`config.mk`:
```
export PLATFORM = sky130hd
export DESIGN_NAME = soft_knee_gain_computer_core_flat
export DESIGN_NICKNAME = d
export VERILOG_FILES = /design/src/rtl/skgc_pkg.sv /design/src/rtl/skgc_level_if.sv /design/src/rtl/skgc_gain_if.sv /design/src/rtl/skgc_cfg_if.sv /design/src/rtl/soft_knee_gain_computer_core.sv /design/src/rtl/skgc_front.sv /design/src/rtl/skgc_div_step.sv /design/src/flat_wrapper.sv
export VERILOG_INCLUDE_DIRS = /design/src /design/src/rtl
export SDC_FILE = /design/constraint.sdc
export NUM_CORES = 2
export LEC_CHECK = 0
export BUFFER_PORTS_ARGS = -buffer_cell sky130_fd_sc_hd__buf_2
export CORE_UTILIZATION = 48
export DETAILED_ROUTE_END_ITERATION = 8
export REMOVE_ABC_BUFFERS = 1
export SLEW_MARGIN = 20
export SYNTH_ARGS = -nofsm -noshare
export SYNTH_HDL_FRONTEND = slang
export SYNTH_SLANG_ARGS = --single-unit
```
`constraint.sdc`:
```
create_clock -name clk -period 103.2 [get_ports clk]
set_input_delay 5.16 -clock clk [delete_from_list [all_inputs] [get_ports clk]]
set_output_delay 5.16 -clock clk [all_outputs]
set_load 0.005 [all_outputs]
```
`src/rtl/soft_knee_gain_computer_core_defines.svh`:
```
// ============================================================================
// Soft-knee gain computer assertion macros
// Concurrent assertion wrappers used by the gain computer core.
// ============================================================================
`ifndef SOFT_KNEE_GAIN_COMPUTER_CORE_DEFINES_SVH
`define SOFT_KNEE_GAIN_COMPUTER_CORE_DEFINES_SVH

`ifndef SYNTHESIS

// Same-cycle implication, disabled while reset is asserted.
`define SKGC_ASSERT_NOW(label, clk, rst_n, ante, cons) \
    label: assert property (@(posedge clk) disable iff (!rst_n) (ante) |-> (cons)) \
        else $error("skgc assertion failed");

// Next-cycle implication, disabled while reset is asserted.
`define SKGC_ASSERT_NEXT(label, clk, rst_n, ante, cons) \
    label: assert property (@(posedge clk) disable iff (!rst_n) (ante) |=> (cons)) \
        else $error("skgc assertion failed");

`else

`define SKGC_ASSERT_NOW(label, clk, rst_n, ante, cons)
`define SKGC_ASSERT_NEXT(label, clk, rst_n, ante, cons)

`endif

`endif

```
`src/rtl/skgc_pkg.sv`:
```
// ============================================================================
// Soft-knee gain computer package
// Field widths, register defaults, register indexes and datapath types.
// ============================================================================
package skgc_pkg;

    // Port field widths.
    localparam int LEVEL_W   = 16;
    localparam int GAIN_W    = 16;
    localparam int THR_W     = 15;
    localparam int KNEE_W    = 13;
    localparam int RATIO_W   = 10;
    localparam int CFG_IDX_W = 2;
    localparam int CFG_DATA_W = 16;

    // Internal datapath widths.
    localparam int OVER_W = LEVEL_W + 1;       // level minus threshold
    localparam int MAG_W  = LEVEL_W;           // positive part of the overshoot
    localparam int D_W    = KNEE_W + 1;        // 2*over + W, inside the knee
    localparam int DD_W   = 2 * D_W;           // d squared
    localparam int LIN_W  = RATIO_W + MAG_W;   // slope * over
    localparam int RW_W   = RATIO_W + KNEE_W;  // r * W
    localparam int KNUM_W = RATIO_W + DD_W;    // slope * d^2
    localparam int NUM_W  = KNUM_W + 1;        // dividend plus rounding term
    localparam int DEN_W  = RW_W + 3;          // 8 * r * W
    localparam int Q_W    = 16;                // quotient bits, magnitude < 2^16
    localparam int EXT_W  = DEN_W + Q_W + 1;   // trial subtract width

    // Register reset values.
    localparam logic signed [THR_W-1:0] THRESHOLD_RST = -15'sd5120;
    localparam logic [KNEE_W-1:0]       KNEE_RST      = 13'd1536;
    localparam logic [RATIO_W-1:0]      RATIO_RST     = 10'd64;

    // A ratio of one in Q6.4.
    localparam logic [RATIO_W-1:0] RATIO_ONE = 10'd16;

    // Largest gain magnitude that fits the output field.
    localparam logic [Q_W-1:0] GAIN_MAG_MAX = 16'd32768;

    // Configuration register indexes.
    localparam logic [CFG_IDX_W-1:0] REG_THRESHOLD = 2'd0;
    localparam logic [CFG_IDX_W-1:0] REG_KNEE      = 2'd1;
    localparam logic [CFG_IDX_W-1:0] REG_RATIO     = 2'd2;

    // Where the level sits relative to the knee.
    typedef enum logic [1:0] {
        REGION_ZERO,
        REGION_KNEE,
        REGION_LINEAR
    } region_t;

    // Payload that flows through the divider stages.
    typedef struct packed {
        logic [NUM_W-1:0] rem;
        logic [DEN_W-1:0] den;
        logic [Q_W-1:0]   quo;
    } div_t;

endpackage

```
`src/rtl/skgc_level_if.sv`:
```
// ============================================================================
// Level channel
// Valid/ready channel that carries one detected level item.
// ============================================================================
interface skgc_level_if
    import skgc_pkg::*;
();
    logic                      valid;
    logic                      ready;
    logic signed [LEVEL_W-1:0] level_db;

    modport source (output valid, output level_db, input ready);
    modport sink   (input valid, input level_db, output ready);
endinterface

```
`src/rtl/skgc_gain_if.sv`:
```
// ============================================================================
// Gain channel
// Valid/ready channel that carries one gain change item.
// ============================================================================
interface skgc_gain_if
    import skgc_pkg::*;
();
    logic                     valid;
    logic                     ready;
    logic signed [GAIN_W-1:0] gain_db;

    modport source (output valid, output gain_db, input ready);
    modport sink   (input valid, input gain_db, output ready);
endinterface

```
`src/rtl/skgc_cfg_if.sv`:
```
// ============================================================================
// Configuration channel
// Valid/ready write channel carrying a register index and write data.
// ============================================================================
interface skgc_cfg_if
    import skgc_pkg::*;
();
    logic                  valid;
    logic                  ready;
    logic [CFG_IDX_W-1:0]  index;
    logic [CFG_DATA_W-1:0] data;

    modport source (output valid, output index, output data, input ready);
    modport sink   (input valid, input index, input data, output ready);
endinterface

```
`src/rtl/soft_knee_gain_computer_core.sv`:
```
// ============================================================================
// Soft-knee gain computer core
// Maps a detected level in Q7.8 dB to a compressor gain change in Q7.8 dB,
// with a quadratic soft knee, rounding to nearest and output saturation.
// ============================================================================
//
//  Channel  Role   Payload                        Accepted when
//  -------  -----  -----------------------------  --------------------------
//  level    sink   level_db  (16b signed Q7.8)    level.valid && level.ready
//  gain     source gain_db   (16b signed Q7.8)    gain.valid && gain.ready
//  cfg      sink   index (2b), data (16b)         cfg.valid && cfg.ready
//
//  One item per clock while the skid entry is free. Each item passes four front-end
//  stages, sixteen divider stages (one quotient bit each) and the output register.
//  The whole pipeline advances together; a one-entry skid register behind
//  the output register catches the item in flight when the sink stalls, and
//  level.ready drops only while that skid entry is full.
//  Reset clears all valid bits and loads the register defaults (-20 dB
//  threshold, 6 dB knee, 4:1 ratio). Configuration writes are always taken.
//
`include "soft_knee_gain_computer_core_defines.svh"

module soft_knee_gain_computer_core
    import skgc_pkg::*;
(
    input logic        clk,
    input logic        rst_n,
    skgc_level_if.sink level,
    skgc_gain_if.source gain,
    skgc_cfg_if.sink   cfg
);

    // Configuration registers.
    logic signed [THR_W-1:0] threshold_reg;
    logic [KNEE_W-1:0]       knee_reg;
    logic [RATIO_W-1:0]      ratio_reg;

    // Pipeline advance enable.
    logic en;

    // Front end and divider chain.
    logic           front_vld;
    div_t           front_div;
    logic [Q_W:0]   chain_vld;
    div_t           chain_div [Q_W+1];

    // Output and skid registers.
    logic                     out_vld_reg, out_vld_next;
    logic signed [GAIN_W-1:0] out_gain_reg, out_gain_next;
    logic                     skid_vld_reg, skid_vld_next;
    logic signed [GAIN_W-1:0] skid_gain_reg, skid_gain_next;
    logic                     out_load;
    logic                     pipe_done;
    logic [Q_W-1:0]           mag_sat;
    logic [Q_W:0]             neg_mag;
    logic signed [GAIN_W-1:0] pipe_gain;

    // Configuration writes; unknown indexes are dropped.
    assign cfg.ready = 1'b1;

    always_ff @(posedge clk or negedge rst_n)
    begin
        if (!rst_n)
        begin
            threshold_reg <= THRESHOLD_RST;
            knee_reg      <= KNEE_RST;
            ratio_reg     <= RATIO_RST;
        end
        else if (cfg.valid)
        begin
            unique case (cfg.index)
                REG_THRESHOLD: threshold_reg <= cfg.data[THR_W-1:0];
                REG_KNEE:      knee_reg      <= cfg.data[KNEE_W-1:0];
                REG_RATIO:     ratio_reg     <= cfg.data[RATIO_W-1:0];
                default:       ;
            endcase
        end
    end

    // The pipeline moves whenever the skid entry is free.
    assign en          = !skid_vld_reg;
    assign level.ready = en;

    skgc_front u_front (
        .clk       (clk),
        .rst_n     (rst_n),
        .en        (en),
        .in_valid  (level.valid),
        .level_db  (level.level_db),
        .threshold (threshold_reg),
        .knee      (knee_reg),
        .ratio     (ratio_reg),
        .out_valid (front_vld),
        .out_div   (front_div)
    );

    assign chain_vld[0] = front_vld;
    assign chain_div[0] = front_div;

    // Quotient bits from the most significant down.
    for (genvar k = 0; k < Q_W; k++)
    begin : g_div
        skgc_div_step #(
            .BIT (Q_W - 1 - k)
        ) u_step (
            .clk       (clk),
            .rst_n     (rst_n),
            .en        (en),
            .in_valid  (chain_vld[k]),
            .in_div    (chain_div[k]),
            .out_valid (chain_vld[k+1]),
            .out_div   (chain_div[k+1])
        );
    end

    // Saturate the magnitude and apply the sign.
    always_comb
    begin
        mag_sat   = (chain_div[Q_W].quo > GAIN_MAG_MAX) ? GAIN_MAG_MAX : chain_div[Q_W].quo;
        neg_mag   = (Q_W + 1)'(0) - (Q_W + 1)'(mag_sat);
        pipe_gain = $signed(neg_mag[GAIN_W-1:0]);
        pipe_done = chain_vld[Q_W] && en;
    end

    // Output register with a skid entry behind it.
    always_comb
    begin
        out_load       = !out_vld_reg || gain.ready;
        out_vld_next   = out_vld_reg;
        out_gain_next  = out_gain_reg;
        skid_vld_next  = skid_vld_reg;
        skid_gain_next = skid_gain_reg;
        if (out_load)
        begin
            if (skid_vld_reg)
            begin
                out_vld_next  = 1'b1;
                out_gain_next = skid_gain_reg;
                skid_vld_next = 1'b0;
            end
            else
            begin
                out_vld_next  = pipe_done;
                out_gain_next = pipe_gain;
            end
        end
        else if (pipe_done)
        begin
            skid_vld_next  = 1'b1;
            skid_gain_next = pipe_gain;
        end
    end

    always_ff @(posedge clk or negedge rst_n)
    begin
        if (!rst_n)
        begin
            out_vld_reg  <= 1'b0;
            skid_vld_reg <= 1'b0;
        end
        else
        begin
            out_vld_reg  <= out_vld_next;
            skid_vld_reg <= skid_vld_next;
        end
    end

    always_ff @(posedge clk)
    begin
        out_gain_reg  <= out_gain_next;
        skid_gain_reg <= skid_gain_next;
    end

    assign gain.valid   = out_vld_reg;
    assign gain.gain_db = out_gain_reg;

    // The gain change is never a boost.
    `SKGC_ASSERT_NOW(a_gain_not_positive, clk, rst_n, gain.valid,
        gain.gain_db[GAIN_W-1] || gain.gain_db == '0)

    // The skid entry only fills behind a held output.
    `SKGC_ASSERT_NOW(a_skid_behind_out, clk, rst_n, skid_vld_reg, out_vld_reg)

    // An accepted level always lands in the first stage.
    `SKGC_ASSERT_NEXT(a_accept_enters, clk, rst_n, level.valid && level.ready, u_front.s1_vld_reg)

endmodule

```
`src/rtl/skgc_front.sv`:
```
// ============================================================================
// Gain computer front end
// Four pipeline stages: knee region decode, products, knee numerator and
// dividend/divisor selection with the rounding term added.
// ============================================================================
module skgc_front
    import skgc_pkg::*;
(
    input  logic                      clk,
    input  logic                      rst_n,
    input  logic                      en,
    input  logic                      in_valid,
    input  logic signed [LEVEL_W-1:0] level_db,
    input  logic signed [THR_W-1:0]   threshold,
    input  logic [KNEE_W-1:0]         knee,
    input  logic [RATIO_W-1:0]        ratio,
    output logic                      out_valid,
    output div_t                      out_div
);

    // Stage 1 results.
    logic               s1_vld_reg;
    region_t            s1_region_reg, s1_region_next;
    logic [D_W-1:0]     s1_d_reg, s1_d_next;
    logic [MAG_W-1:0]   s1_over_reg, s1_over_next;
    logic [RATIO_W-1:0] s1_slope_reg, s1_slope_next;
    logic [RATIO_W-1:0] s1_r_reg, s1_r_next;
    logic [KNEE_W-1:0]  s1_w_reg;

    // Stage 2 results.
    logic               s2_vld_reg;
    region_t            s2_region_reg;
    logic [DD_W-1:0]    s2_dd_reg, s2_dd_next;
    logic [LIN_W-1:0]   s2_lin_reg, s2_lin_next;
    logic [RW_W-1:0]    s2_rw_reg, s2_rw_next;
    logic [RATIO_W-1:0] s2_slope_reg;
    logic [RATIO_W-1:0] s2_r_reg;

    // Stage 3 results.
    logic               s3_vld_reg;
    region_t            s3_region_reg;
    logic [KNUM_W-1:0]  s3_knum_reg, s3_knum_next;
    logic [LIN_W-1:0]   s3_lin_reg;
    logic [RW_W-1:0]    s3_rw_reg;
    logic [RATIO_W-1:0] s3_r_reg;

    // Stage 4 results.
    logic               s4_vld_reg;
    div_t               s4_div_reg, s4_div_next;

    // Stage 1 working values.
    logic signed [OVER_W-1:0]  over;
    logic signed [OVER_W:0]    two_over;
    logic signed [OVER_W:0]    w_ext;
    logic signed [OVER_W:0]    d_full;

    // Stage 4 working values.
    logic [NUM_W-1:0] sel_num;
    logic [DEN_W-1:0] sel_den;

    // Stage 1: overshoot, region and clamped ratio.
    always_comb
    begin
        over     = OVER_W'($signed(level_db)) - OVER_W'($signed(threshold));
        two_over = {over, 1'b0};
        w_ext    = $signed({{(OVER_W + 1 - KNEE_W){1'b0}}, knee});
        d_full   = two_over + w_ext;

        if (knee != '0)
        begin
            if (two_over < -w_ext)
                s1_region_next = REGION_ZERO;
            else if (two_over <= w_ext)
                s1_region_next = REGION_KNEE;
            else
                s1_region_next = REGION_LINEAR;
        end
        else
        begin
            // Hard knee at the threshold.
            if (over > 0)
                s1_region_next = REGION_LINEAR;
            else
                s1_region_next = REGION_ZERO;
        end

        s1_d_next    = d_full[D_W-1:0];
        s1_over_next = over[MAG_W-1:0];
        s1_r_next    = (ratio < RATIO_ONE) ? RATIO_ONE : ratio;
        s1_slope_next = s1_r_next - RATIO_ONE;
    end

    // Stage 2: d squared, linear numerator and r times W.
    always_comb
    begin
        s2_dd_next  = DD_W'(s1_d_reg) * DD_W'(s1_d_reg);
        s2_lin_next = LIN_W'(s1_slope_reg) * LIN_W'(s1_over_reg);
        s2_rw_next  = RW_W'(s1_r_reg) * RW_W'(s1_w_reg);
    end

    // Stage 3: knee numerator.
    always_comb
    begin
        s3_knum_next = KNUM_W'(s2_slope_reg) * KNUM_W'(s2_dd_reg);
    end

    // Stage 4: pick dividend and divisor, add half the divisor for rounding.
    always_comb
    begin
        unique case (s3_region_reg)
            REGION_KNEE:
            begin
                sel_num = NUM_W'(s3_knum_reg);
                sel_den = {s3_rw_reg, 3'b000};
            end
            REGION_LINEAR:
            begin
                sel_num = NUM_W'(s3_lin_reg);
                sel_den = DEN_W'(s3_r_reg);
            end
            default:
            begin
                sel_num = '0;
                sel_den = DEN_W'(s3_r_reg);
            end
        endcase
        s4_div_next.rem = sel_num + NUM_W'(sel_den >> 1);
        s4_div_next.den = sel_den;
        s4_div_next.quo = '0;
    end

    // Valid bits.
    always_ff @(posedge clk or negedge rst_n)
    begin
        if (!rst_n)
        begin
            s1_vld_reg <= 1'b0;
            s2_vld_reg <= 1'b0;
            s3_vld_reg <= 1'b0;
            s4_vld_reg <= 1'b0;
        end
        else if (en)
        begin
            s1_vld_reg <= in_valid;
            s2_vld_reg <= s1_vld_reg;
            s3_vld_reg <= s2_vld_reg;
            s4_vld_reg <= s3_vld_reg;
        end
    end

    // Payload registers.
    always_ff @(posedge clk)
    begin
        if (en)
        begin
            s1_region_reg <= s1_region_next;
            s1_d_reg      <= s1_d_next;
            s1_over_reg   <= s1_over_next;
            s1_slope_reg  <= s1_slope_next;
            s1_r_reg      <= s1_r_next;
            s1_w_reg      <= knee;

            s2_region_reg <= s1_region_reg;
            s2_dd_reg     <= s2_dd_next;
            s2_lin_reg    <= s2_lin_next;
            s2_rw_reg     <= s2_rw_next;
            s2_slope_reg  <= s1_slope_reg;
            s2_r_reg      <= s1_r_reg;

            s3_region_reg <= s2_region_reg;
            s3_knum_reg   <= s3_knum_next;
            s3_lin_reg    <= s2_lin_reg;
            s3_rw_reg     <= s2_rw_reg;
            s3_r_reg      <= s2_r_reg;

            s4_div_reg    <= s4_div_next;
        end
    end

    assign out_valid = s4_vld_reg;
    assign out_div   = s4_div_reg;

endmodule

```
`src/rtl/skgc_div_step.sv`:
```
// ============================================================================
// Divider stage
// One restoring division step that settles one quotient bit per stage.
// ============================================================================
module skgc_div_step
    import skgc_pkg::*;
#(
    parameter int unsigned BIT = 0
)
(
    input  logic clk,
    input  logic rst_n,
    input  logic en,
    input  logic in_valid,
    input  div_t in_div,
    output logic out_valid,
    output div_t out_div
);

    logic             vld_reg;
    div_t             div_reg, div_next;
    logic [EXT_W-1:0] diff;
    logic             take;

    // Trial subtract of the divisor aligned to this quotient bit.
    always_comb
    begin
        diff = EXT_W'(in_div.rem) - (EXT_W'(in_div.den) << BIT);
        take = !diff[EXT_W-1];
        div_next = in_div;
        if (take)
        begin
            div_next.rem = diff[NUM_W-1:0];
            div_next.quo = in_div.quo | (Q_W'(1) << BIT);
        end
    end

    always_ff @(posedge clk or negedge rst_n)
    begin
        if (!rst_n)
            vld_reg <= 1'b0;
        else if (en)
            vld_reg <= in_valid;
    end

    always_ff @(posedge clk)
    begin
        if (en)
            div_reg <= div_next;
    end

    assign out_valid = vld_reg;
    assign out_div   = div_reg;

endmodule

```
`src/flat_wrapper.sv`:
```
// flat-port wrapper written by rule: the top's interface ports become plain ports
module soft_knee_gain_computer_core_flat import skgc_pkg::*;
  (clk, rst_n, level_valid, level_level_db, level_ready, gain_valid, gain_gain_db, gain_ready, cfg_valid, cfg_index, cfg_data, cfg_ready);
  skgc_level_if level_i ();
  skgc_gain_if gain_i ();
  skgc_cfg_if cfg_i ();
  input logic clk;
  input logic rst_n;
  input wire logic [$bits(level_i.valid)-1:0] level_valid;
  input wire logic [$bits(level_i.level_db)-1:0] level_level_db;
  output wire logic [$bits(level_i.ready)-1:0] level_ready;
  output wire logic [$bits(gain_i.valid)-1:0] gain_valid;
  output wire logic [$bits(gain_i.gain_db)-1:0] gain_gain_db;
  input wire logic [$bits(gain_i.ready)-1:0] gain_ready;
  input wire logic [$bits(cfg_i.valid)-1:0] cfg_valid;
  input wire logic [$bits(cfg_i.index)-1:0] cfg_index;
  input wire logic [$bits(cfg_i.data)-1:0] cfg_data;
  output wire logic [$bits(cfg_i.ready)-1:0] cfg_ready;
  assign level_i.valid = level_valid;
  assign level_i.level_db = level_level_db;
  assign level_ready = level_i.ready;
  assign gain_valid = gain_i.valid;
  assign gain_gain_db = gain_i.gain_db;
  assign gain_i.ready = gain_ready;
  assign cfg_i.valid = cfg_valid;
  assign cfg_i.index = cfg_index;
  assign cfg_i.data = cfg_data;
  assign cfg_ready = cfg_i.ready;
  soft_knee_gain_computer_core u_core (.clk(clk), .rst_n(rst_n), .level(level_i), .gain(gain_i), .cfg(cfg_i));
endmodule
```
==> flow_summary.json <==
{
  "cts_made_buffers": 171,
  "finalCritPeriodShare": 0.0841,
  "viasPerCell": 5.40,
  "ys_ff_latch": 1521,
  "grt_max_degree": 118,
  "synthXorXnorAreaFrac": 0.0449,
  "yosys_most_used_dff": "edfxtp_1",
  "dp_hpwl_um": 156000,
  "maxSlewHeadroom": 0.0598,
  "synth_top_area_frac": 0.440,
  "slew_viol_final": 0,
  "die_height_um": 458,
  "setup_tns_ns": 0,
  "multi_input_area_um2": 49000,
  "setup_viol": 0,
  "port_buffers": 55,
  "fin_ws_ns": 94.52,
  "core_um2": 205000,
  "crit_top_cell": "o21ai_0",
  "finClkSkew_ns": 0.0651,
  "nFillCells": 17586,
  "io_pins": 58,
  "postCtsSetupRepairBufs": 0,
  "grt_overflow": 0,
  "num_rows": 166,
  "end_kind": "flop",
  "post_cts_resized": 0,
  "clk_latency_ns": 0.83,
  "clk_pin_slew_ns": 0.06,
  "crit_fanout": 7,
  "grt_util_all_layers": 0.196,
  "htree_levels": 4,
  "worst_slew_pin_slew_ns": 1.39,
  "crit_type": "primary input to flop",
  "reg2reg_slack_ns": 95.45,
  "synthesis.area_um2": 99700,
  "post_dp_cell_area_um2": 103000,
  "grt_setup_unrepaired": "no",
  "start_util": 0.485,
  "finalHoldViolCount": 0,
  "min_from": "u_core.u_front.s2_rw_reg[12]",
  "synth_edf_count": 1461,
  "drt-wirelength-per-cell_um": 17.1,
  "clock-sinks": 1521,
  "fmax_mhz": 115,
  "via_count": 64115,
  "route.final.wire_length_um": 203000,
  "layout_common_cells": "edfxtp_1, inv_1, nand2_1",
  "clockBufferDepth": 3,
  "final_common_cell": "edfxtp_1",
  "reg2reg_to": "u_core.u_front.s3_r_reg[9]",
  "drt_iter0_drc": 2924,
  "antenna_found_initial": 1,
  "firstDrtPassIters": 5,
  "clockRootBuffer": "clkbuf_16",
  "synthCells": 8995,
  "area_growth_pct": 9.01,
  "synth_compound_area_frac": 0.110,
  "ys_seq_area_frac": 0.455,
  "startpoint_type": "primary input",
  "cpMaxStageDelayCell": "a2111oi_0",
  "worstPathArrival_ns": 9.21,
  "worstSetupStartpoint": "level_level_db[0]",
  "dp_slack_ns": 93.65,
  "postRouteAntennaNets": 0,
  "place_congestion": 0.914,
  "grt_pass1_vias": 68191,
  "synthAdderAreaFrac": 0.204,
  "path_cells": "buf_2 > inv_1 > ha_1 > inv_1 > fa_1 > a21o_1 > a21oi_1 > o21ai_0 > a21oi_1 > xnor2_1 > ha_1 > nand4_1 > nor2_1 > o21ai_0 > nand2_1 > a31oi_1 > o21ai_0 > a2111oi_0 > a211o_1 > o31ai_1",
  "ctsHoldBuffers": 0,
  "dieArea_um2": 210000,
  "synth.mux.area_fraction": 0.0190,
  "synthArstFlopShare": 0.0394,
  "hp-class": "flop to flop",
  "synthSimpleGateAreaFrac": 0.112,
  "grt_pass1_wl_um": 335000,
  "cts_tree": "done",
  "largest_register_ffs": 1111,
  "r2r_start": "u_core.skid_vld_reg",
  "fin_nets": 10395,
  "max_cap_violations": 0,
  "fin_util": 0.529,
  "max_stage_delay_ns": 0.59,
  "seq_area_um2": 45400,
  "stdcell_area_um2": 109000,
  "drc": 0,
  "crit_path_end": "u_core.u_front.s1_region_reg[1]",
  "synth.area.top_cells": "edfxtp_1, fa_1, ha_1",
  "drive_above_1_share": 0.0639,
  "ff2ff_path_depth": 10,
  "fp.dieW_um": 458,
  "crit_required_ns": 103.73,
  "syn_avg_cell_area_um2": 11.1,
  "outcome": "completed",
  "yosysTopAreaCell": "edfxtp_1",
  "period_minus_slack_ns": 8.68,
  "synth_cell_type_count": 96,
  "synth_top_family_by_area": "adder cells",
  "ys_warn_count": 0
}
-- worst min-delay path by stage --
stage / cells after the start / slack [ns] / end
finish: 0 / 0.39 / u_core.u_front.s3_rw_reg[12]
global route: 0 / 0.40 / u_core.u_front.s3_rw_reg[12]
CTS: 0 / 0.38 / u_core.u_front.s3_rw_reg[10]
detailed placement: 0 / 0.40 / u_core.g_div[10].u_step.out_div[10]
global placement: 0 / 0.40 / u_core.u_front.s3_lin_reg[7]
floorplan: 0 / 0.40 / u_core.g_div[0].u_step.out_div[42]
-- layout make-up --
type / instances / share of cell area
inverter: 1193 / 0.0413
sequential: 1521 / 0.418
timing repair buffer: 114 / 0.00718
tap: 2688 / 0.0309
clock buffer: 209 / 0.0409
antenna: 1 / 0.0000230
clock inverter: 111 / 0.0113
multi-input combinational: 6045 / 0.451
-- Yosys cell counts (16+ instances only) --
library cell and n:
o211ai_1 31, or3_1 54, o31a_1 20, nand4_1 31, o21bai_1 58, edfxtp_1 1461
buf_1 20, nor3_1 137, nand2_1 822, o31ai_1 59, o41ai_1 16, o21a_1 107
dfrtp_1 53, a21boi_0 25, or2_2 19, nor2b_1 86, a21oi_1 505, a211oi_1 53
nor2_1 460, inv_1 1190, a21o_1 196, nand3b_1 19, nor4_1 35, or4_1 24
xnor2_1 310, and3_1 60, a211o_1 20, xor2_1 201, o21ai_0 427, a22oi_1 34
fa_1 530, ha_1 780, and2_1 353, nand3_1 81, nand2b_1 100, buf_2 17
a31oi_1 50, mux2i_1 19, mux2_2 142, clkbuf_1 192
-- through the flow --
| step | hold WS, ns | cells |
|---|---|---|
| global route | 0.399 | 11881 |
| global placement | 0.402 | 11558 |
| floorplan | 0.400 | 8759 |
| finish | 0.387 | 11882 |
| CTS | 0.382 | 11878 |
| detailed placement | 0.405 | 11558 |
-- layer usage --
metal / up-vias / GRT usage / wire [um] / part of all wire
met4: 0 / 0.0972 / 9780 / 0.048
met1: 31170 / 0.208 / 78100 / 0.38
met3: 513 / 0.0269 / 6770 / 0.033
met2: 1123 / 0.377 / 109000 / 0.53
li1: 31309 / - / - / -
met5: - / 0 / 0 / 0
-- logic make-up (layout without fill, tap and decap cells) --
family | Yosys count | in the layout
simple gates | 2318 | 2318
compound gates | 1737 | 1737
flops | 1521 | 1521
buf+inv | 1429 | 1627
fa+ha+maj | 1310 | 1310
xor+xnor | 511 | 511
mux | 168 | 168
other cells | 1 | 2
-- critical path, delay by kind of cell --
| family | cells | cell delay, ns |
|---|---|---|
| adder cells (fa/ha/maj) | 3 | 1.01 |
| XOR/XNOR | 1 | 0.37 |
| buffers and inverters | 3 | 0.22 |
| AO/OA/AOI/OAI | 10 | 2.19 |
| AND/OR/NAND/NOR | 3 | 0.27 |
Power is left out: the tool's default activity adds up to more than one toggle a clock period on the data nets, which glitch-free logic cannot reach.
